## src/sv/i2c_master_byte_engine_defines.svh

```systemverilog
// Assertion macros for the engine's checking code.
`ifndef I2C_MASTER_BYTE_ENGINE_DEFINES_SVH
`define I2C_MASTER_BYTE_ENGINE_DEFINES_SVH

// Condition must hold in the same cycle as the trigger.
`define I2CM_ASSERT_SAME(label, clk, rst, trig, cond, msg) \
  label: assert property (@(posedge clk) disable iff (rst) (trig) |-> (cond)) \
    else $error(msg);

// Condition must hold in the cycle after the trigger.
`define I2CM_ASSERT_NEXT(label, clk, rst, trig, cond, msg) \
  label: assert property (@(posedge clk) disable iff (rst) (trig) |=> (cond)) \
    else $error(msg);

`endif

```

## src/sv/i2cm_pkg.sv

```systemverilog
`timescale 1ns / 1ps
// Package: command codes, queue entry and result types for the I2C byte engine.
package i2cm_pkg;

  typedef enum logic [2:0] {
    CMD_IDLE    = 3'd0,
    CMD_START   = 3'd1,
    CMD_STOP    = 3'd2,
    CMD_RESTART = 3'd3,
    CMD_WRITE   = 3'd4,
    CMD_READ    = 3'd5
  } cmd_t;

  localparam logic [7:0] ACK_POLL_RESET = 8'h09;
  localparam int unsigned QUEUE_DEPTH = 2;
  localparam int unsigned QCNT_W = $clog2(QUEUE_DEPTH + 1);

  // Sequence step numbers
  localparam logic [5:0] WR_BITS_LAST = 6'd24;
  localparam logic [5:0] WR_SCL_LOW   = 6'd25;
  localparam logic [5:0] WR_SDA_REL   = 6'd26;
  localparam logic [5:0] WR_SCL_HIGH  = 6'd27;
  localparam logic [5:0] WR_POLL_STEP = 6'd28;
  localparam logic [5:0] RD_BITS_LAST = 6'd16;
  localparam logic [5:0] RD_SCL_LOW   = 6'd17;
  localparam logic [5:0] RD_ACK_DRIVE = 6'd18;
  localparam logic [5:0] RD_SCL_HIGH  = 6'd19;

  // Classified tick as held in the queue
  typedef struct packed {
    cmd_t       cmd;
    logic [7:0] tx_byte;
    logic       send_nack;
    logic       sda_in;
  } tick_t;

  // Queue handshake toward the back end
  typedef struct packed {
    logic  valid;
    tick_t item;
  } q_src_t;

  typedef struct packed {
    logic [QCNT_W-1:0] count;
  } q_stat_t;

  typedef struct packed {
    logic       scl_out;
    logic       sda_out;
    logic       busy_res;
    logic       done_res;
    logic [7:0] rx_byte;
    logic       ack_received;
    logic       ack_timed_out;
  } res_t;

endpackage

```

## src/sv/i2cm_if.sv

```systemverilog
`timescale 1ns / 1ps
// Channel interfaces: input tick channel and result channel.
interface i2cm_in_if;
  logic       valid;
  logic       ready;
  logic [2:0] req_type;
  logic [7:0] tx_byte;
  logic       send_nack;
  logic       sda_in;

  modport source (output valid, req_type, tx_byte, send_nack, sda_in, input ready);
  modport sink (input valid, req_type, tx_byte, send_nack, sda_in, output ready);
endinterface

interface i2cm_out_if;
  logic       valid;
  logic       ready;
  logic       scl_out;
  logic       sda_out;
  logic       busy_res;
  logic       done_res;
  logic [7:0] rx_byte;
  logic       ack_received;
  logic       ack_timed_out;

  modport source (output valid, scl_out, sda_out, busy_res, done_res, rx_byte,
                  ack_received, ack_timed_out, input ready);
  modport sink (input valid, scl_out, sda_out, busy_res, done_res, rx_byte,
                ack_received, ack_timed_out, output ready);
endinterface

```

## src/sv/i2c_master_byte_engine.sv

```systemverilog
`timescale 1ns / 1ps
// I2C master byte engine, top level.
//
// Usage: every item on in_ch is one bit-time tick. It may carry a command
// (start, stop, restart, write byte, read byte); a command is taken only when
// the engine is idle, otherwise it is dropped and the running sequence goes on.
// Each tick makes one SCL or SDA change or one acknowledge poll, and gives
// exactly one item on out_ch: pin levels, busy, done, last read byte and ack
// status. cfg_we/cfg_data write the ack poll limit (reset 9) while idle.
// Throughput: one item per cycle, sustained while out_ch is not stalled. The
// front end classifies the request and pushes it into a two-entry queue; the
// back end pops one tick a cycle, updates the sequencer and loads the output
// register. Path: an item is written into a queue entry, then popped, and its
// result is loaded into the output register that drives out_ch.
// Reset (rst, synchronous): engine idle, both lines released, queue and
// output register empty, ack status and read byte cleared.
// Receiver stall: the output register holds; the back end stops popping and
// the queue absorbs up to two more items before in_ch.ready drops.
`include "i2c_master_byte_engine_defines.svh"

module i2c_master_byte_engine (
  input  logic        clk,
  input  logic        rst,
  i2cm_in_if.sink     in_ch,
  i2cm_out_if.source  out_ch,
  input  logic        cfg_we,
  input  logic [7:0]  cfg_data
);

  i2cm_pkg::q_src_t  q_src;
  i2cm_pkg::q_stat_t q_stat;
  logic              q_ready;

  // classify and queue
  i2cm_front u_front (
    .clk     (clk),
    .rst     (rst),
    .in_ch   (in_ch),
    .q_src   (q_src),
    .q_ready (q_ready),
    .q_stat  (q_stat)
  );

  // sequencer and result register
  i2cm_back u_back (
    .clk      (clk),
    .rst      (rst),
    .q_src    (q_src),
    .q_ready  (q_ready),
    .cfg_we   (cfg_we),
    .cfg_data (cfg_data),
    .out_ch   (out_ch)
  );

  // a finished sequence is never reported busy
  `I2CM_ASSERT_SAME(a_done_not_busy, clk, rst, out_ch.valid && out_ch.done_res,
    !out_ch.busy_res, "done and busy in the same result")
  // ack received and timeout are exclusive
  `I2CM_ASSERT_SAME(a_ack_excl, clk, rst, out_ch.valid,
    !(out_ch.ack_received && out_ch.ack_timed_out), "ack received and timed out")
  // queue never overfills
  `I2CM_ASSERT_SAME(a_q_bound, clk, rst, 1'b1,
    q_stat.count <= i2cm_pkg::QCNT_W'(i2cm_pkg::QUEUE_DEPTH), "queue overflow")
  // a full queue with the back end stalled keeps all its items
  `I2CM_ASSERT_NEXT(a_full_stall, clk, rst,
    q_stat.count == i2cm_pkg::QCNT_W'(i2cm_pkg::QUEUE_DEPTH) && !q_ready,
    q_stat.count == i2cm_pkg::QCNT_W'(i2cm_pkg::QUEUE_DEPTH), "queue lost an item")

endmodule

```

## src/sv/i2cm_front.sv

```systemverilog
`timescale 1ns / 1ps
// Front end: classifies request codes and queues ticks for the back end.
module i2cm_front (
  input  logic                    clk,
  input  logic                    rst,
  i2cm_in_if.sink                 in_ch,
  output i2cm_pkg::q_src_t        q_src,
  input  logic                    q_ready,
  output i2cm_pkg::q_stat_t       q_stat
);

  i2cm_pkg::tick_t                    entry [i2cm_pkg::QUEUE_DEPTH];
  logic                               wr_ptr;
  logic                               rd_ptr;
  logic [i2cm_pkg::QCNT_W-1:0]        count;
  i2cm_pkg::tick_t                    item_in;
  logic                               push;
  logic                               pop;

  // unused codes six and seven carry no command
  always_comb begin
    item_in.tx_byte   = in_ch.tx_byte;
    item_in.send_nack = in_ch.send_nack;
    item_in.sda_in    = in_ch.sda_in;
    if (in_ch.req_type <= 3'(i2cm_pkg::CMD_READ)) begin
      item_in.cmd = i2cm_pkg::cmd_t'(in_ch.req_type);
    end else begin
      item_in.cmd = i2cm_pkg::CMD_IDLE;
    end
  end

  assign in_ch.ready = (count != i2cm_pkg::QCNT_W'(i2cm_pkg::QUEUE_DEPTH));
  assign push = in_ch.valid && in_ch.ready;
  assign pop  = q_src.valid && q_ready;

  assign q_src.valid = (count != '0);
  assign q_src.item  = entry[rd_ptr];
  assign q_stat.count = count;

  always_ff @(posedge clk) begin
    if (rst) begin
      wr_ptr <= 1'b0;
      rd_ptr <= 1'b0;
      count  <= '0;
    end else begin
      if (push) wr_ptr <= ~wr_ptr;
      if (pop)  rd_ptr <= ~rd_ptr;
      case ({push, pop})
        2'b10:   count <= count + i2cm_pkg::QCNT_W'(1);
        2'b01:   count <= count - i2cm_pkg::QCNT_W'(1);
        default: count <= count;
      endcase
    end
  end

  always_ff @(posedge clk) begin
    if (push) entry[wr_ptr] <= item_in;
  end

endmodule

```

## src/sv/i2cm_back.sv

```systemverilog
`timescale 1ns / 1ps
// Back end: bus sequencer state, one tick per popped item, registered result.
module i2cm_back (
  input  logic                clk,
  input  logic                rst,
  input  i2cm_pkg::q_src_t    q_src,
  output logic                q_ready,
  input  logic                cfg_we,
  input  logic [7:0]          cfg_data,
  i2cm_out_if.source          out_ch
);

  logic [7:0]       ack_poll_limit;

  i2cm_pkg::cmd_t   active_command, active_command_next;
  logic [5:0]       step_index, step_index_next;
  logic [1:0]       phase, phase_next;
  logic [7:0]       shift_register, shift_register_next;
  logic [7:0]       poll_count, poll_count_next;
  logic             nack_request, nack_request_next;
  logic             scl_level, scl_level_next;
  logic             sda_level, sda_level_next;
  logic [1:0]       ack_status, ack_status_next;
  logic [7:0]       rx_hold, rx_hold_next;
  logic             fin;
  logic             advance;
  logic [7:0]       poll_inc;

  logic             out_valid;
  i2cm_pkg::res_t   out_res;
  i2cm_pkg::res_t   res_next;
  logic             fire;

  assign fire    = q_src.valid && (!out_valid || out_ch.ready);
  assign q_ready = !out_valid || out_ch.ready;

  always_comb begin
    active_command_next = active_command;
    step_index_next     = step_index;
    phase_next          = phase;
    shift_register_next = shift_register;
    poll_count_next     = poll_count;
    nack_request_next   = nack_request;
    scl_level_next      = scl_level;
    sda_level_next      = sda_level;
    ack_status_next     = ack_status;
    rx_hold_next        = rx_hold;
    fin                 = 1'b0;
    advance             = 1'b1;
    poll_inc            = poll_count + 8'd1;

    // command load, only while idle
    if (active_command == i2cm_pkg::CMD_IDLE && q_src.item.cmd != i2cm_pkg::CMD_IDLE) begin
      active_command_next = q_src.item.cmd;
      step_index_next     = '0;
      phase_next          = '0;
      if (q_src.item.cmd == i2cm_pkg::CMD_WRITE) begin
        shift_register_next = q_src.item.tx_byte;
        poll_count_next     = '0;
        ack_status_next     = '0;
      end else if (q_src.item.cmd == i2cm_pkg::CMD_READ) begin
        shift_register_next = '0;
        nack_request_next   = q_src.item.send_nack;
      end
    end
    poll_inc = poll_count_next + 8'd1;

    case (active_command_next)
      i2cm_pkg::CMD_START, i2cm_pkg::CMD_RESTART: begin
        case (step_index_next)
          6'd0:    sda_level_next = 1'b1;
          6'd1:    scl_level_next = 1'b1;
          6'd2:    sda_level_next = 1'b0;
          default: begin
            scl_level_next = 1'b0;
            fin = 1'b1;
          end
        endcase
      end
      i2cm_pkg::CMD_STOP: begin
        case (step_index_next)
          6'd0:    scl_level_next = 1'b0;
          6'd1:    sda_level_next = 1'b0;
          6'd2:    scl_level_next = 1'b1;
          default: begin
            sda_level_next = 1'b1;
            fin = 1'b1;
          end
        endcase
      end
      i2cm_pkg::CMD_WRITE: begin
        if (step_index_next == 6'd0) begin
          sda_level_next = 1'b1;
        end else if (step_index_next <= i2cm_pkg::WR_BITS_LAST) begin
          // three ticks per bit: SCL low, drive MSB, SCL high
          case (phase_next)
            2'd0: begin
              scl_level_next = 1'b0;
              phase_next = 2'd1;
            end
            2'd1: begin
              sda_level_next      = shift_register_next[7];
              shift_register_next = {shift_register_next[6:0], 1'b0};
              phase_next = 2'd2;
            end
            default: begin
              scl_level_next = 1'b1;
              phase_next = 2'd0;
            end
          endcase
        end else if (step_index_next == i2cm_pkg::WR_SCL_LOW) begin
          scl_level_next = 1'b0;
        end else if (step_index_next == i2cm_pkg::WR_SDA_REL) begin
          sda_level_next = 1'b1;
        end else if (step_index_next == i2cm_pkg::WR_SCL_HIGH) begin
          scl_level_next = 1'b1;
        end else if (step_index_next == i2cm_pkg::WR_POLL_STEP) begin
          if (!q_src.item.sda_in) begin
            ack_status_next = 2'b01;
          end else begin
            poll_count_next = poll_inc;
            if (poll_inc >= ack_poll_limit) begin
              ack_status_next = 2'b10;
            end else begin
              advance = 1'b0;
            end
          end
        end else begin
          scl_level_next = 1'b0;
          fin = 1'b1;
        end
      end
      i2cm_pkg::CMD_READ: begin
        if (step_index_next == 6'd0) begin
          sda_level_next = 1'b1;
        end else if (step_index_next <= i2cm_pkg::RD_BITS_LAST) begin
          if (step_index_next[0]) begin
            scl_level_next = 1'b0;
          end else begin
            scl_level_next      = 1'b1;
            shift_register_next = {shift_register_next[6:0], q_src.item.sda_in};
          end
        end else if (step_index_next == i2cm_pkg::RD_SCL_LOW) begin
          scl_level_next = 1'b0;
        end else if (step_index_next == i2cm_pkg::RD_ACK_DRIVE) begin
          sda_level_next = nack_request_next;
        end else if (step_index_next == i2cm_pkg::RD_SCL_HIGH) begin
          scl_level_next = 1'b1;
        end else begin
          scl_level_next = 1'b0;
          rx_hold_next   = shift_register_next;
          fin = 1'b1;
        end
      end
      default: begin
        advance = 1'b0;
      end
    endcase

    if (fin) begin
      active_command_next = i2cm_pkg::CMD_IDLE;
      step_index_next     = '0;
    end else if (advance) begin
      step_index_next = step_index_next + 6'd1;
    end

    res_next.scl_out       = scl_level_next;
    res_next.sda_out       = sda_level_next;
    res_next.busy_res      = (active_command_next != i2cm_pkg::CMD_IDLE);
    res_next.done_res      = fin;
    res_next.rx_byte       = rx_hold_next;
    res_next.ack_received  = ack_status_next[0];
    res_next.ack_timed_out = ack_status_next[1];
  end

  always_ff @(posedge clk) begin
    if (rst) begin
      ack_poll_limit <= i2cm_pkg::ACK_POLL_RESET;
      active_command <= i2cm_pkg::CMD_IDLE;
      step_index     <= '0;
      phase          <= '0;
      shift_register <= '0;
      poll_count     <= '0;
      nack_request   <= 1'b0;
      scl_level      <= 1'b1;
      sda_level      <= 1'b1;
      ack_status     <= '0;
      rx_hold        <= '0;
      out_valid      <= 1'b0;
    end else begin
      if (cfg_we) ack_poll_limit <= cfg_data;
      if (fire) begin
        active_command <= active_command_next;
        step_index     <= step_index_next;
        phase          <= phase_next;
        shift_register <= shift_register_next;
        poll_count     <= poll_count_next;
        nack_request   <= nack_request_next;
        scl_level      <= scl_level_next;
        sda_level      <= sda_level_next;
        ack_status     <= ack_status_next;
        rx_hold        <= rx_hold_next;
        out_valid      <= 1'b1;
      end else if (out_ch.ready) begin
        out_valid <= 1'b0;
      end
    end
  end

  always_ff @(posedge clk) begin
    if (fire) out_res <= res_next;
  end

  assign out_ch.valid         = out_valid;
  assign out_ch.scl_out       = out_res.scl_out;
  assign out_ch.sda_out       = out_res.sda_out;
  assign out_ch.busy_res      = out_res.busy_res;
  assign out_ch.done_res      = out_res.done_res;
  assign out_ch.rx_byte       = out_res.rx_byte;
  assign out_ch.ack_received  = out_res.ack_received;
  assign out_ch.ack_timed_out = out_res.ack_timed_out;

endmodule

```

## src/flat_wrapper.sv

```systemverilog
// flat-port wrapper written by rule: the top's interface ports become plain ports
module i2c_master_byte_engine_flat 
  (clk, rst, cfg_we, cfg_data, in_ch_valid, in_ch_req_type, in_ch_tx_byte, in_ch_send_nack, in_ch_sda_in, in_ch_ready, out_ch_valid, out_ch_scl_out, out_ch_sda_out, out_ch_busy_res, out_ch_done_res, out_ch_rx_byte, out_ch_ack_received, out_ch_ack_timed_out, out_ch_ready);
  i2cm_in_if in_ch_i ();
  i2cm_out_if out_ch_i ();
  input  logic clk;
  input  logic rst;
  input  logic cfg_we;
  input  logic [7:0] cfg_data;
  input wire logic [$bits(in_ch_i.valid)-1:0] in_ch_valid;
  input wire logic [$bits(in_ch_i.req_type)-1:0] in_ch_req_type;
  input wire logic [$bits(in_ch_i.tx_byte)-1:0] in_ch_tx_byte;
  input wire logic [$bits(in_ch_i.send_nack)-1:0] in_ch_send_nack;
  input wire logic [$bits(in_ch_i.sda_in)-1:0] in_ch_sda_in;
  output wire logic [$bits(in_ch_i.ready)-1:0] in_ch_ready;
  output wire logic [$bits(out_ch_i.valid)-1:0] out_ch_valid;
  output wire logic [$bits(out_ch_i.scl_out)-1:0] out_ch_scl_out;
  output wire logic [$bits(out_ch_i.sda_out)-1:0] out_ch_sda_out;
  output wire logic [$bits(out_ch_i.busy_res)-1:0] out_ch_busy_res;
  output wire logic [$bits(out_ch_i.done_res)-1:0] out_ch_done_res;
  output wire logic [$bits(out_ch_i.rx_byte)-1:0] out_ch_rx_byte;
  output wire logic [$bits(out_ch_i.ack_received)-1:0] out_ch_ack_received;
  output wire logic [$bits(out_ch_i.ack_timed_out)-1:0] out_ch_ack_timed_out;
  input wire logic [$bits(out_ch_i.ready)-1:0] out_ch_ready;
  assign in_ch_i.valid = in_ch_valid;
  assign in_ch_i.req_type = in_ch_req_type;
  assign in_ch_i.tx_byte = in_ch_tx_byte;
  assign in_ch_i.send_nack = in_ch_send_nack;
  assign in_ch_i.sda_in = in_ch_sda_in;
  assign in_ch_ready = in_ch_i.ready;
  assign out_ch_valid = out_ch_i.valid;
  assign out_ch_scl_out = out_ch_i.scl_out;
  assign out_ch_sda_out = out_ch_i.sda_out;
  assign out_ch_busy_res = out_ch_i.busy_res;
  assign out_ch_done_res = out_ch_i.done_res;
  assign out_ch_rx_byte = out_ch_i.rx_byte;
  assign out_ch_ack_received = out_ch_i.ack_received;
  assign out_ch_ack_timed_out = out_ch_i.ack_timed_out;
  assign out_ch_i.ready = out_ch_ready;
  i2c_master_byte_engine u_core (.clk(clk), .rst(rst), .in_ch(in_ch_i), .out_ch(out_ch_i), .cfg_we(cfg_we), .cfg_data(cfg_data));
endmodule
```

## config.mk

```make
export PLATFORM = sky130hd
export DESIGN_NAME = i2c_master_byte_engine_flat
export DESIGN_NICKNAME = d
export VERILOG_FILES = /design/src/sv/i2cm_pkg.sv /design/src/sv/i2cm_if.sv /design/src/sv/i2c_master_byte_engine.sv /design/src/sv/i2cm_front.sv /design/src/sv/i2cm_back.sv /design/src/flat_wrapper.sv
export VERILOG_INCLUDE_DIRS = /design/src /design/src/sv
export SDC_FILE = /design/constraint.sdc
export NUM_CORES = 1
export LEC_CHECK = 0
export BUFFER_PORTS_ARGS = -buffer_cell sky130_fd_sc_hd__buf_2
export CAP_MARGIN = 10
export CORE_ASPECT_RATIO = 1.1
export CORE_UTILIZATION = 45
export DETAILED_ROUTE_END_ITERATION = 10
export GPL_TIMING_DRIVEN = 0
export PLACE_DENSITY = 0.64
export SETUP_SLACK_MARGIN = 0.3
export SYNTH_ARGS = -nofsm -noshare
export SYNTH_HDL_FRONTEND = slang
export SYNTH_SLANG_ARGS = --single-unit
```

## constraint.sdc

```tcl
create_clock -name clk -period 3.2 [get_ports clk]
set_input_delay 0 -clock clk [delete_from_list [all_inputs] [get_ports clk]]
set_output_delay 0 -clock clk [all_outputs]
set_load 0.02 [all_outputs]
```

==> results of run 1 <==
## kinds of logic after synthesis
family | after synthesis | share of synthesized area, %
simple gates | 198 | 20.2
compound gates | 151 | 19.8
flops | 94 | 45.3
buf+inv | 47 | 3.90
mux | 29 | 6.03
fa+ha+maj | 14 | 3.47
xor+xnor | 8 | 1.39
## cell usage in the layout (no fill, tap or decap), drive strengths merged, types with 4 or more instances in the layout
cell type,synthesis,routed
a211oi,10,10
a21o,4,4
a21oi,45,45
a311oi,5,5
a31o,5,5
a31oi,5,5
and3,5,5
buf,9,133
clkbuf,21,30
clkinv,1,4
dfxtp,54,54
dlygate4sd3,0,21
edfxtp,40,40
ha,14,14
inv,16,16
mux2,8,8
mux2i,21,21
nand2,52,52
nand2b,5,5
nand3,21,21
nand4,5,5
nor2,50,50
nor2b,9,9
nor3,20,20
nor4,5,5
nor4b,4,4
o211ai,5,6
o21a,4,4
o21ai,36,36
o31a,5,5
or3,5,5
xnor2,4,4
xor2,4,4
## state kept, by name, summed over array words and instances, names as in the netlist, 2 cells and up, named ones only
signal and flops:
u_core.u_back.shift_register 8, u_core.u_front.q_stat 2, u_core.u_back.step_index 6, u_core.u_back.active_command 3
u_core.u_back.ack_status 2, u_core.u_back.out_ch.rx_byte 8, u_core.u_back.phase 2, u_core.u_back.rx_hold 8
u_core.u_back.ack_poll_limit 8, u_core.u_back.poll_count 8, u_core.u_front.entry 26
## repair_timing
action,4_1_cts,5_1_grt
endpoints found under the setup margin,53,53
gates cloned,1,2
pin swaps,37,56
setup buffers,58,22
resized for setup,95,98
hold endpoints to repair,33,0
hold buffers,21,0
## stage by stage
stage,std cells,hold WS [ns],area [sq um],total power (uW)
after global placement,727,0.188,5490,3830
after global routing,848,0.0430,7490,5860
after floorplan,541,0.0989,5110,3200
final,848,0.0291,7490,5620
after CTS,824,0.0230,6880,5270
after detailed placement,728,0.191,5520,3890
## report_power, final
part | internal (uW) | switching (uW) | total, uW
sequential | 1510 | 132 | 1650
combinational | 1150 | 1820 | 2970
clock | 529 | 475 | 1000
## worst max-delay path: stages, from the launching register on
cell	delay, ns
sky130_fd_sc_hd__edfxtp_1	0.41
sky130_fd_sc_hd__buf_4	0.16
sky130_fd_sc_hd__buf_6	0.11
sky130_fd_sc_hd__buf_6	0.11
sky130_fd_sc_hd__or4_4	0.45
sky130_fd_sc_hd__nand3_4	0.10
sky130_fd_sc_hd__buf_8	0.15
sky130_fd_sc_hd__nand2_8	0.08
sky130_fd_sc_hd__ha_4	0.20
sky130_fd_sc_hd__or2_4	0.26
sky130_fd_sc_hd__a21oi_4	0.14
sky130_fd_sc_hd__nand4_1	0.17
sky130_fd_sc_hd__buf_6	0.18
sky130_fd_sc_hd__o211ai_4	0.27
sky130_fd_sc_hd__nor4b_1	0.09
sky130_fd_sc_hd__a32o_1	0.23
sky130_fd_sc_hd__a41o_1	0.21
## path summary, 6_finish.rpt
kind	from	slack, ns	end	cells after the start
worst max register to register	u_core.u_front.entry[0][11]	-0.22	u_core.u_back.step_index[1]	16
worst min-delay path	rst	0.03	u_core.u_back.step_index[3]	2
worst max-delay path	u_core.u_front.entry[0][11]	-0.22	u_core.u_back.step_index[1]	16
worst min register to register	u_core.u_back.rx_hold[6]	0.47	u_core.u_back.rx_hold[6]	2
## layout make-up
cell class	count	area [sq um]
flip-flops and latches	94	2280
inverters	17	78.8
well taps	147	184
fillers	886	3420
clock buffers	11	233
plain buffers	30	194
clock inverters	5	36.3
repair buffers	143	1240
multi-input cells	401	3240
## per-layer routing
layer / track usage, % / routed length (um) / part of all wire (%)
met5: 0 / 0 / 0
met4: 17.7 / 914 / 5.6
met3: 6.30 / 1100 / 6.7
met2: 44.7 / 7810 / 48
met1: 33.6 / 6590 / 40
==> flow_summary.html, run 1 <==
<table>
<tr><th>Metric</th><th>Value</th></tr>
<tr><th colspan="2">Outcome</th></tr>
<tr><td>Outcome</td><td>finished, violations left</td></tr>
<tr><td>Violations in the final reports</td><td>setup timing</td></tr>
<tr><th colspan="2">Synth</th></tr>
<tr><td>Flip-flop and latch count after synthesis</td><td>94</td></tr>
<tr><td>Distinct cells, synth</td><td>83</td></tr>
<tr><td>Mean post-synth cell area</td><td>roughly 9.3 sq um</td></tr>
<tr><td>Async S/R FF share, synth</td><td>0%</td></tr>
<tr><td>Biggest area consumer among synthesized cells</td><td>sky130_fd_sc_hd__edfxtp_1</td></tr>
<tr><td>Count of warnings emitted by yosys</td><td>0</td></tr>
<tr><td>Netlist Area Pre-Place</td><td>around 0.005 sq mm</td></tr>
<tr><td>Largest cells by area after synthesis</td><td>sky130_fd_sc_hd__edfxtp_1 24%, sky130_fd_sc_hd__dfxtp_1 21%, sky130_fd_sc_hd__a21oi_1 4.5%, sky130_fd_sc_hd__mux2i_1 4.0%, sky130_fd_sc_hd__nand2_1 3.9%</td></tr>
<tr><td>Fraction of synthesized cell area taken by the top area cell type</td><td>a little under a quarter</td></tr>
<tr><td>Most frequent cell after synthesis</td><td>sky130_fd_sc_hd__dfxtp_1</td></tr>
<tr><td>Synthesized netlist net count</td><td>~580</td></tr>
<tr><td>Syn Inst Count</td><td>between 500 and 600</td></tr>
<tr><td>Leading cell types by count after synthesis</td><td>54 x sky130_fd_sc_hd__dfxtp_1, 52 x sky130_fd_sc_hd__nand2_1, 48 x sky130_fd_sc_hd__nor2_1</td></tr>
<tr><td>Number of enable flip-flop cells after synthesis</td><td>40</td></tr>
<tr><td>Portion of the post-synthesis area used by sequential elements</td><td>between 40% and 50%</td></tr>
<tr><td>Flip-flop cell with the highest count after synthesis</td><td>sky130_fd_sc_hd__dfxtp_1</td></tr>
<tr><th colspan="2">Critical path</th></tr>
<tr><td>Critical path endpoint category</td><td>flop</td></tr>
<tr><td>Startpoint type of the worst setup path</td><td>flop</td></tr>
<tr><td>Critical path peak fanout</td><td>5</td></tr>
<tr><td>Category of the critical setup timing path</td><td>reg2reg</td></tr>
<tr><td>Data required time at the worst endpoint</td><td>between 3 and 4 ns</td></tr>
<tr><td>Arrival time at the worst endpoint</td><td>3.66 ns</td></tr>
<tr><th colspan="2">Timing</th></tr>
<tr><td>Number of failing hold endpoints at the final stage</td><td>0</td></tr>
<tr><td>TNS Setup</td><td>-2.59 ns</td></tr>
<tr><td>Remaining max-slew budget at the tightest pin</td><td>between 20% and 30%</td></tr>
<tr><td>Post-layout worst setup margin</td><td>-0.223 ns</td></tr>
<tr><td>Final count of negative-setup-slack endpoints</td><td>30</td></tr>
<tr><td>Max Freq</td><td>between 200 and 300 MHz</td></tr>
<tr><td>Final min period</td><td>~3.4 ns</td></tr>
<tr><td>Setup repair after global routing missed its margin</td><td>true</td></tr>
<tr><td>Final max-slew violation count</td><td>0</td></tr>
<tr><td>Final period utilization</td><td>107%</td></tr>
<tr><td>Final worst clock skew</td><td>between 0.01 and 0.015 ns</td></tr>
<tr><td>Slew @ Worst Pin</td><td>1.13 ns</td></tr>
<tr><th colspan="2">Layout</th></tr>
<tr><td>Relative area change from synthesis to final layout</td><td>48.5%</td></tr>
<tr><td>Diode count</td><td>0</td></tr>
<tr><td>Fraction of layout instances using a drive strength above 1</td><td>36.8%</td></tr>
<tr><td>Final core occ</td><td>a little under 70%</td></tr>
<tr><td>Net count, final</td><td>736</td></tr>
<tr><th colspan="2">Drt</th></tr>
<tr><td>Ratio of routed vias to standard cells</td><td>roughly 5.9</td></tr>
<tr><td>Total length of routed wires</td><td>about 16000 um</td></tr>
<tr><td>First-pass DRT Iterations</td><td>4</td></tr>
<tr><td>Number of DRC violations after detailed routing</td><td>0</td></tr>
<tr><td>Detailed-route via count</td><td>between 5000 and 6000</td></tr>
<tr><td>Antenna viol nets, final</td><td>0</td></tr>
<tr><td>Average detailed-routed wire length per instance</td><td>around 19 um</td></tr>
<tr><td>Count of routing violations after the opening detailed-route iteration</td><td>between 300 and 400</td></tr>
<tr><th colspan="2">Clock tree</th></tr>
<tr><td>Clock buffer depth</td><td>2</td></tr>
<tr><td>Root buffer cell</td><td>sky130_fd_sc_hd__clkbuf_16</td></tr>
<tr><td>Clock transition at path regs</td><td>~0.070 ns</td></tr>
<tr><td>Level count of the clock H-tree</td><td>3</td></tr>
<tr><td>TritonCTS clock tree</td><td>done</td></tr>
<tr><td>Clk_lat worst skew</td><td>between 0.3 and 0.4 ns</td></tr>
<tr><td>Clk sink count</td><td>94</td></tr>
<tr><td>CTS Buf Count</td><td>9</td></tr>
<tr><th colspan="2">Floorplan</th></tr>
<tr><td>Overall die width</td><td>around 100 um</td></tr>
<tr><td>Initial standard-cell utilization of the core</td><td>between 40% and 50%</td></tr>
<tr><td>Core footprint</td><td>0.0109 sq mm</td></tr>
<tr><td>Die area</td><td>0.0116 sq mm</td></tr>
<tr><td>Number of rows created at floorplan</td><td>40</td></tr>
<tr><td>Die boundary height</td><td>approximately 110 um</td></tr>
<tr><td>Io pins</td><td>42</td></tr>
<tr><th colspan="2">Global routing</th></tr>
<tr><td>GRT Residual Overflow</td><td>0</td></tr>
<tr><td>Gr usage total</td><td>approximately 28%</td></tr>
<tr><td>First-pass GRT wire length</td><td>about 24000 um</td></tr>
<tr><td>Vias in the first global route</td><td>between 4000 and 5000</td></tr>
<tr><td>Initial antenna violation count</td><td>0</td></tr>
<tr><td>Maximum number of pins on one net before global-route repair</td><td>19</td></tr>
<tr><th colspan="2">Place</th></tr>
<tr><td>Half-perimeter wire length of the detailed placement result</td><td>~9700 um</td></tr>
<tr><td>Gpl congestion</td><td>around 0.9</td></tr>
<tr><td>Count of port buffers added during placement</td><td>39</td></tr>
<tr><td>Post-place setup slack</td><td>-0.583 ns</td></tr>
<tr><th colspan="2">Power</th></tr>
<tr><td>Total leakage power</td><td>0.00282 uW</td></tr>
<tr><td>Pwr Density</td><td>about 750 mW/mm^2</td></tr>
<tr><td>Peak supply drop</td><td>~0.44 mV</td></tr>
<tr><th colspan="2">Job</th></tr>
<tr><td>Number of max-capacitance violations reported</td><td>0</td></tr>
<tr><th colspan="2">Min path</th></tr>
<tr><td>Tightest Hold Check Type</td><td>in2reg</td></tr>
</table>
Note: power is estimated with default switching activity, not from simulation.
==> run 2, diff against run 1 <==
- GPL_TIMING_DRIVEN: 0 -> unset
- SETUP_SLACK_MARGIN: 0.3 -> 0.15
- clock period: 3.2 -> 2.9 ns (I/O delays scaled with it)
==> run 2 against run 1 <==
Against the previous run: the flow still finishes with violations (setup timing); sequential power is 9.7% higher; critical path depth down 2; combinational power hardly changed; clock skew about the same; total power rose by 7.7%; flip-flop and latch count stayed put; critical endpoint is now u_core.u_back.step_index[0].
==> flow_summary.html, run 2 (same netlist as run 1, synthesis figures left out) <==
<table>
<tr><th>Metric</th><th>Value</th></tr>
<tr><th colspan="2">Drt</th></tr>
<tr><td>Detailed-route via count</td><td>approximately 4700</td></tr>
<tr><td>Total length of routed wires</td><td>about 14000 um</td></tr>
<tr><td>Number of DRC violations after detailed routing</td><td>0</td></tr>
<tr><td>First-pass DRT Iterations</td><td>7</td></tr>
<tr><td>Average detailed-routed wire length per instance</td><td>between 15 and 20 um</td></tr>
<tr><td>Ratio of routed vias to standard cells</td><td>~5.7</td></tr>
<tr><td>Antenna viol nets, final</td><td>0</td></tr>
<tr><td>Count of routing violations after the opening detailed-route iteration</td><td>approximately 300</td></tr>
<tr><th colspan="2">Floorplan</th></tr>
<tr><td>Number of rows created at floorplan</td><td>40</td></tr>
<tr><td>Die area</td><td>around 0.012 sq mm</td></tr>
<tr><td>Die boundary height</td><td>about 110 um</td></tr>
<tr><td>Core footprint</td><td>approximately 0.011 sq mm</td></tr>
<tr><td>Io pins</td><td>42</td></tr>
<tr><td>Overall die width</td><td>103 um</td></tr>
<tr><td>Initial standard-cell utilization of the core</td><td>between 40% and 50%</td></tr>
<tr><th colspan="2">Place</th></tr>
<tr><td>Gpl congestion</td><td>~0.88</td></tr>
<tr><td>Placement-stage cell area</td><td>0.00589 sq mm</td></tr>
<tr><td>Half-perimeter wire length of the detailed placement result</td><td>around 9300 um</td></tr>
<tr><td>Count of port buffers added during placement</td><td>41</td></tr>
<tr><th colspan="2">Timing</th></tr>
<tr><td>Post-layout worst setup margin</td><td>-0.340 ns</td></tr>
<tr><td>Remaining max-slew budget at the tightest pin</td><td>between 40% and 50%</td></tr>
<tr><td>Number of failing hold endpoints at the final stage</td><td>0</td></tr>
<tr><td>Setup repair after global routing missed its margin</td><td>true</td></tr>
<tr><td>Final min period</td><td>~3.2 ns</td></tr>
<tr><td>Final worst clock skew</td><td>approximately 0.010 ns</td></tr>
<tr><td>Final period utilization</td><td>112%</td></tr>
<tr><td>Slew @ Worst Pin</td><td>0.773 ns</td></tr>
<tr><td>Final max-slew violation count</td><td>0</td></tr>
<tr><td>Final-layout worst hold slack</td><td>between 0.02 and 0.03 ns</td></tr>
<tr><td>Max Freq</td><td>between 300 and 400 MHz</td></tr>
<tr><td>Final count of negative-setup-slack endpoints</td><td>27</td></tr>
<tr><th colspan="2">Global routing</th></tr>
<tr><td>GRT Residual Overflow</td><td>0</td></tr>
<tr><td>Maximum number of pins on one net before global-route repair</td><td>between 40 and 50</td></tr>
<tr><td>Vias in the first global route</td><td>4429</td></tr>
<tr><td>Gr usage total</td><td>approximately a quarter</td></tr>
<tr><td>First-pass GRT wire length</td><td>~21000 um</td></tr>
<tr><td>Initial antenna violation count</td><td>0</td></tr>
<tr><th colspan="2">Critical path</th></tr>
<tr><td>Arrival time at the worst endpoint</td><td>approximately 3.5 ns</td></tr>
<tr><td>CP Depth</td><td>14</td></tr>
<tr><td>Data required time at the worst endpoint</td><td>between 3 and 4 ns</td></tr>
<tr><td>Startpoint type of the worst setup path</td><td>flop</td></tr>
<tr><td>Category of the critical setup timing path</td><td>reg2reg</td></tr>
<tr><td>Worst path bufs/invs</td><td>3</td></tr>
<tr><td>Crit-path most repeated cell</td><td>sky130_fd_sc_hd__buf_4</td></tr>
<tr><td>Delay-heaviest family, CP</td><td>compound AO/OA/AOI/OAI gates</td></tr>
<tr><td>Critical path peak fanout</td><td>6</td></tr>
<tr><td>Critical path endpoint category</td><td>flop</td></tr>
<tr><td>Crit-path max cell delay</td><td>between 0.4 and 0.5 ns</td></tr>
<tr><td>Worst Reg2Reg Path Length in Cells</td><td>14</td></tr>
<tr><td>CP cell instances</td><td>or3b_4, a211oi_4, buf_4, nor2_1, buf_4, xnor2_1, ha_1, a21oi_1, o211a_1, buf_4, o21ai_4, a31oi_4, o221a_2, a211oi_2</td></tr>
<tr><td>Max stage delay cell, worst path</td><td>sky130_fd_sc_hd__or3b_4</td></tr>
<tr><th colspan="2">Layout</th></tr>
<tr><td>Net count, final</td><td>slightly above 700</td></tr>
<tr><td>Most common library cell in the layout ignoring fill and taps</td><td>sky130_fd_sc_hd__buf_4</td></tr>
<tr><td>Commonest cells after routing, fill and taps aside</td><td>76 x sky130_fd_sc_hd__buf_4, 54 x sky130_fd_sc_hd__dfxtp_1, 49 x sky130_fd_sc_hd__nand2_1, 48 x sky130_fd_sc_hd__nor2_1, 41 x sky130_fd_sc_hd__buf_2</td></tr>
<tr><td>FF/Latch Area</td><td>around 0.0023 sq mm</td></tr>
<tr><td>Combined area of the multi-input logic cells</td><td>~0.0030 sq mm</td></tr>
<tr><td>Relative area change from synthesis to final layout</td><td>39.9%</td></tr>
<tr><td>Number of flip-flops in the largest register</td><td>26</td></tr>
<tr><td>Fraction of layout instances using a drive strength above 1</td><td>a little over a third</td></tr>
<tr><td>Design Area, Final</td><td>roughly 0.0071 sq mm</td></tr>
<tr><td>Filler cells</td><td>909</td></tr>
<tr><td>Biggest register</td><td>u_core.u_front.entry</td></tr>
<tr><td>Diode count</td><td>0</td></tr>
<tr><th colspan="2">Clock tree</th></tr>
<tr><td>Level count of the clock H-tree</td><td>3</td></tr>
<tr><td>Clock transition at path regs</td><td>around 0.07 ns</td></tr>
<tr><td>TritonCTS clock tree</td><td>done</td></tr>
<tr><td>Root buffer cell</td><td>sky130_fd_sc_hd__clkbuf_16</td></tr>
<tr><td>Clk_lat worst skew</td><td>between 0.3 and 0.4 ns</td></tr>
<tr><td>CTS Buf Count</td><td>9</td></tr>
<tr><td>Clk sink count</td><td>94</td></tr>
<tr><td>Clock buffer depth</td><td>2</td></tr>
<tr><th colspan="2">Power</th></tr>
<tr><td>Total leakage power</td><td>between 0.002 and 0.003 uW</td></tr>
<tr><td>Peak supply drop</td><td>0.467 mV</td></tr>
<tr><td>Pwr Density</td><td>858 mW/mm^2</td></tr>
<tr><th colspan="2">Outcome</th></tr>
<tr><td>Violations in the final reports</td><td>setup timing</td></tr>
<tr><td>Outcome</td><td>finished, violations left</td></tr>
<tr><th colspan="2">Job</th></tr>
<tr><td>Number of max-capacitance violations reported</td><td>0</td></tr>
<tr><th colspan="2">Min path</th></tr>
<tr><td>Number of cells traversed by the worst hold path</td><td>3</td></tr>
<tr><td>Tightest Hold Check Type</td><td>in2reg</td></tr>
</table>
[run 2: metrics by stage]
| step | utilization [%] | total power [uW] | cells | setup TNS (ns) | worst slack (ns) |
|---|---|---|---|---|---|
| finish | 64.6 | 6050 | 825 | -4.17 | -0.340 |
| global route | 64.6 | 6340 | 825 | -8.41 | -0.466 |
| CTS | 60.5 | 5830 | 805 | -3.44 | -0.336 |
| detailed placement | 54.0 | 4380 | 767 | -4.67 | -0.405 |
| global placement | 54.0 | 4350 | 767 | -3.08 | -0.262 |
| floorplan | - | 3530 | 541 | -3.02 | -0.317 |
[run 2: final timing paths]
check,startpoint,end,slack (ns)
worst min-delay path,cfg_we,u_core.u_back.ack_poll_limit[3],0.03
worst max register to register,u_core.u_front.entry[0][11],u_core.u_back.step_index[0],-0.34
worst min register to register,u_core.u_back.rx_hold[7],u_core.u_back.rx_hold[7],0.46
worst max-delay path,u_core.u_front.entry[0][11],u_core.u_back.step_index[0],-0.34
[run 2: area by class of cell]
type	instances	share of cell area, %
clock buffers	9	3.19
clock inverters	7	1.37
inverters	17	1.01
multi-input cells	400	43.2
flip-flops and latches	94	32.4
well taps	147	2.61
repair buffers	151	16.2
[run 2: what timing repair did]
item | CTS | global route
hold buffers | 21 | 0
buffers inserted | 1 | 20
pin swaps | 15 | 36
endpoints found under the setup margin | 53 | 53
endpoints found under the hold margin | 33 | 0
resized for setup | 34 | 77
[run 2: metal layers]
layer	GRT usage [%]	up-vias	wire length, um
li1	-	2290	-
met1	30.3	2264	6260
met2	38.3	141	6700
met3	5.19	34	637
met4	11.8	0	446
met5	0	-	0
[run 2: worst reg2reg max path: cells and delay by family, from the launching register on]
family | cells | cell delay [ns]
DFF | 1 | 0.40
buffers and inverters | 3 | 0.51
adders and majority gates | 1 | 0.29
xor gates and xnor gates | 1 | 0.13
AOI/OAI and AO/OA | 7 | 1.35
and+or+nand+nor | 2 | 0.49
[run 2: where the power goes]
group	internal (uW)	leakage, uW	switching, uW
sequential	1670	0.000817	137
combinational	1170	0.00171	1770
clock	761	0.000160	545
total	3600	0.00269	2450
==> run 3, diff against run 2 <==
- HOLD_SLACK_MARGIN: unset -> 0.06
- SYNTH_HIERARCHICAL: unset -> 1
==> run 3 against run 2 <==
Against the previous run: the flow still finishes with violations (setup timing); combinational power down 5%; non-clock buffer count down 4; synthesized cell count up 2.6%; sequential power down 4%.
==> flow_summary.html, run 3 <==
<table>
<tr><th>Metric</th><th>Value</th></tr>
<tr><th colspan="2">Outcome</th></tr>
<tr><td>Outcome</td><td>finished, violations left</td></tr>
<tr><td>Violations in the final reports</td><td>setup timing</td></tr>
<tr><th colspan="2">Clock tree</th></tr>
<tr><td>CTS Buf Count</td><td>9</td></tr>
<tr><td>Clk sink count</td><td>94</td></tr>
<tr><td>Clk_lat worst skew</td><td>around 0.36 ns</td></tr>
<tr><td>TritonCTS clock tree</td><td>done</td></tr>
<tr><td>Root buffer cell</td><td>sky130_fd_sc_hd__clkbuf_16</td></tr>
<tr><td>Level count of the clock H-tree</td><td>3</td></tr>
<tr><td>Clock buffer depth</td><td>2</td></tr>
<tr><td>Clock transition at path regs</td><td>around 0.070 ns</td></tr>
<tr><th colspan="2">Synth</th></tr>
<tr><td>Netlist Area Pre-Place</td><td>just over 0.005 sq mm</td></tr>
<tr><td>Number of enable flip-flop cells after synthesis</td><td>40</td></tr>
<tr><td>Count of warnings emitted by yosys</td><td>6</td></tr>
<tr><td>Flip-flop cell with the highest count after synthesis</td><td>sky130_fd_sc_hd__dfxtp_1</td></tr>
<tr><td>Largest cells by area after synthesis</td><td>sky130_fd_sc_hd__edfxtp_1 23%, sky130_fd_sc_hd__dfxtp_1 21%, sky130_fd_sc_hd__mux2_2 4.8%, sky130_fd_sc_hd__a21oi_1 4.2%, sky130_fd_sc_hd__nand2_1 3.6%</td></tr>
<tr><td>Syn Inst Count</td><td>~560</td></tr>
<tr><td>Most frequent cell after synthesis</td><td>sky130_fd_sc_hd__dfxtp_1</td></tr>
<tr><td>Distinct cells, synth</td><td>66</td></tr>
<tr><td>Portion of the post-synthesis area used by sequential elements</td><td>between 40 and 50%</td></tr>
<tr><td>Async S/R FF share, synth</td><td>0%</td></tr>
<tr><td>Flip-flop and latch count after synthesis</td><td>94</td></tr>
<tr><td>Synthesized netlist net count</td><td>between 500 and 600</td></tr>
<tr><td>Mean post-synth cell area</td><td>approximately 9.4 sq um</td></tr>
<tr><td>Leading cell types by count after synthesis</td><td>54 x sky130_fd_sc_hd__dfxtp_1, 50 x sky130_fd_sc_hd__nand2_1, 45 x sky130_fd_sc_hd__nor2_1</td></tr>
<tr><td>Fraction of synthesized cell area taken by the top area cell type</td><td>about 23%</td></tr>
<tr><td>Biggest area consumer among synthesized cells</td><td>sky130_fd_sc_hd__edfxtp_1</td></tr>
<tr><th colspan="2">Global routing</th></tr>
<tr><td>Maximum number of pins on one net before global-route repair</td><td>43</td></tr>
<tr><td>Initial antenna violation count</td><td>0</td></tr>
<tr><td>First-pass GRT wire length</td><td>around 22000 um</td></tr>
<tr><td>GRT Residual Overflow</td><td>0</td></tr>
<tr><td>Gr usage total</td><td>between 20% and 30%</td></tr>
<tr><td>Vias in the first global route</td><td>between 4000 and 5000</td></tr>
<tr><th colspan="2">Place</th></tr>
<tr><td>Gpl congestion</td><td>between 0.9 and 1</td></tr>
<tr><td>Placement-stage cell area</td><td>slightly below 0.006 sq mm</td></tr>
<tr><td>Count of port buffers added during placement</td><td>between 40 and 50</td></tr>
<tr><td>Number of instances in the placed design</td><td>around 770</td></tr>
<tr><td>Half-perimeter wire length of the detailed placement result</td><td>~9300 um</td></tr>
<tr><th colspan="2">Power</th></tr>
<tr><td>Pwr Density</td><td>about 820 mW/mm^2</td></tr>
<tr><td>Total leakage power</td><td>between 0.002 and 0.003 uW</td></tr>
<tr><td>Total design power</td><td>5670 uW</td></tr>
<tr><td>Peak supply drop</td><td>about 0.7 mV</td></tr>
<tr><th colspan="2">Timing</th></tr>
<tr><td>TNS Setup</td><td>-8.39 ns</td></tr>
<tr><td>Final count of negative-setup-slack endpoints</td><td>34</td></tr>
<tr><td>Setup repair after global routing missed its margin</td><td>true</td></tr>
<tr><td>Final max-slew violation count</td><td>0</td></tr>
<tr><td>Post-layout worst setup margin</td><td>-0.622 ns</td></tr>
<tr><td>Max Freq</td><td>284 MHz</td></tr>
<tr><td>Number of failing hold endpoints at the final stage</td><td>0</td></tr>
<tr><td>Final-layout worst hold slack</td><td>roughly 0.072 ns</td></tr>
<tr><td>Final min period</td><td>between 3 and 4 ns</td></tr>
<tr><td>Final worst clock skew</td><td>between 0.009 and 0.01 ns</td></tr>
<tr><td>Slew @ Worst Pin</td><td>about 0.75 ns</td></tr>
<tr><td>Final period utilization</td><td>121%</td></tr>
<tr><td>Remaining max-slew budget at the tightest pin</td><td>a little under 50%</td></tr>
<tr><th colspan="2">Min path</th></tr>
<tr><td>Origin of the worst min-delay path</td><td>cfg_we</td></tr>
<tr><td>Worst Hold Endpoint</td><td>u_core/u_back/ack_poll_limit[5]</td></tr>
<tr><td>Tightest Hold Check Type</td><td>in2reg</td></tr>
<tr><td>Number of cells traversed by the worst hold path</td><td>3</td></tr>
<tr><th colspan="2">Layout</th></tr>
<tr><td>Commonest cells after routing, fill and taps aside</td><td>68 x sky130_fd_sc_hd__buf_4, 53 x sky130_fd_sc_hd__dfxtp_1, 46 x sky130_fd_sc_hd__nand2_1, 44 x sky130_fd_sc_hd__nor2_1, 41 x sky130_fd_sc_hd__buf_2</td></tr>
<tr><td>Number of flip-flops in the largest register</td><td>26</td></tr>
<tr><td>Number of standard cells in the layout, taps in and fillers out</td><td>between 800 and 900</td></tr>
<tr><td>Diode count</td><td>0</td></tr>
<tr><td>Net count, final</td><td>718</td></tr>
<tr><td>Filler cells</td><td>about 900</td></tr>
<tr><td>Fraction of layout instances using a drive strength above 1</td><td>roughly 33%</td></tr>
<tr><td>Most common library cell in the layout ignoring fill and taps</td><td>sky130_fd_sc_hd__buf_4</td></tr>
<tr><td>FF/Latch Area</td><td>around 0.0023 sq mm</td></tr>
<tr><td>Combined area of the multi-input logic cells</td><td>0.00295 sq mm</td></tr>
<tr><td>Biggest register</td><td>u_core/u_front/entry</td></tr>
<tr><td>Design Area, Final</td><td>just under 0.007 sq mm</td></tr>
<tr><td>Relative area change from synthesis to final layout</td><td>33.5%</td></tr>
<tr><th colspan="2">Floorplan</th></tr>
<tr><td>Die area</td><td>around 0.012 sq mm</td></tr>
<tr><td>Number of rows created at floorplan</td><td>40</td></tr>
<tr><td>Io pins</td><td>42</td></tr>
<tr><td>Core footprint</td><td>0.0111 sq mm</td></tr>
<tr><td>Die boundary height</td><td>~110 um</td></tr>
<tr><td>Initial standard-cell utilization of the core</td><td>between 40% and 50%</td></tr>
<tr><td>Overall die width</td><td>roughly 100 um</td></tr>
<tr><th colspan="2">Job</th></tr>
<tr><td>Number of max-capacitance violations reported</td><td>0</td></tr>
<tr><th colspan="2">Critical path</th></tr>
<tr><td>Critical path endpoint category</td><td>flop</td></tr>
<tr><td>Data required time at the worst endpoint</td><td>about 3.1 ns</td></tr>
<tr><td>Startpoint type of the worst setup path</td><td>flop</td></tr>
<tr><td>Category of the critical setup timing path</td><td>reg2reg</td></tr>
<tr><td>Worst Reg2Reg Path Length in Cells</td><td>15</td></tr>
<tr><td>Critical path peak fanout</td><td>4</td></tr>
<tr><td>Arrival time at the worst endpoint</td><td>3.77 ns</td></tr>
<tr><td>Setup slack, reg-to-reg</td><td>-0.62 ns</td></tr>
<tr><td>Worst flop-to-flop path endpoint</td><td>u_core/u_back/step_index[3]</td></tr>
<tr><th colspan="2">Drt</th></tr>
<tr><td>Count of routing violations after the opening detailed-route iteration</td><td>~220</td></tr>
<tr><td>First-pass DRT Iterations</td><td>5</td></tr>
<tr><td>Antenna viol nets, final</td><td>0</td></tr>
<tr><td>Detailed-route via count</td><td>~4700</td></tr>
<tr><td>Ratio of routed vias to standard cells</td><td>between 5 and 6</td></tr>
<tr><td>Number of DRC violations after detailed routing</td><td>0</td></tr>
<tr><td>Total length of routed wires</td><td>approximately 14000 um</td></tr>
<tr><td>Average detailed-routed wire length per instance</td><td>~17 um</td></tr>
</table>
==> run 3: critical path, stage by stage (launching register included) <==
cell and delay, ns:
sky130_fd_sc_hd__dfxtp_2 0.33, sky130_fd_sc_hd__mux2_4 0.19, sky130_fd_sc_hd__or4b_4 0.45, sky130_fd_sc_hd__or3_4 0.36, sky130_fd_sc_hd__and2_4 0.16, sky130_fd_sc_hd__ha_4 0.16, sky130_fd_sc_hd__nand3_4 0.08, sky130_fd_sc_hd__buf_6 0.10
sky130_fd_sc_hd__xor2_1 0.15, sky130_fd_sc_hd__nor2_1 0.07, sky130_fd_sc_hd__ha_2 0.31, sky130_fd_sc_hd__nand4_1 0.10, sky130_fd_sc_hd__o31a_1 0.36, sky130_fd_sc_hd__a21oi_1 0.24, sky130_fd_sc_hd__nand3_1 0.11, sky130_fd_sc_hd__a32o_1 0.26
==> run 3: through the flow <==
| stage | utilization [%] | worst slack, ns |
|---|---|---|
| CTS | 60.8 | -0.647 |
| global route | 62.7 | -0.763 |
| global placement | 53.6 | -0.571 |
| floorplan | - | -0.742 |
| detailed placement | 53.6 | -0.667 |
| finish | 62.7 | -0.622 |
==> run 3: timing repair <==
action,in CTS,in global routing
resized for setup,39,42
setup buffers,11,7
hold buffers,27,0
pin swaps,20,27
endpoints found under the setup margin,53,53
cloned,1,0
hold endpoints to repair,36,0
==> run 3: worst max path at each step <==
stage,from,cells past startpoint,to
detailed placement,flop,16,u_core/u_back/step_index[4]
CTS,flop,16,u_core/u_back/step_index[4]
global route,flop,15,u_core/u_back/step_index[3]
floorplan,flop,18,u_core/u_back/step_index[4]
global placement,flop,16,u_core/u_back/step_index[4]
finish,flop,15,u_core/u_back/step_index[3]
==> run 3: layout make-up <==
class / instances / area share (%)
timing repair buffer: 147 / 16.2
multi-input combinational: 397 / 42.5
clock inverter: 6 / 0.758
clock buffer: 10 / 3.30
inverter: 29 / 1.64
tap: 147 / 2.65
sequential: 94 / 32.9
==> run 3: power by group <==
part	leakage [uW]	total, uW	internal, uW	switching [uW]
Clock	0.000133	1150	598	551
Sequential	0.000818	1740	1640	101
Combinational	0.00179	2780	1110	1670
==> run 3: kinds of logic after synthesis <==
family | count (synthesis) | share of synthesized area, %
DFF | 94 | 43.9
and+or+nand+nor | 181 | 17.7
buffers and inverters | 64 | 5.59
adders and majority gates | 14 | 3.37
xor gates and xnor gates | 9 | 1.52
muxes | 39 | 8.04
AOI/OAI and AO/OA | 154 | 19.9
==> run 3: metal layers <==
layer  vias to the layer above  track usage (%)  wire length [um]
met5                         -                0                 0
met4                         0             11.7               282
met3                        18             3.59               476
met2                        93             41.6              7000
met1                      2303             29.7              6060
li1                       2288                -                 -
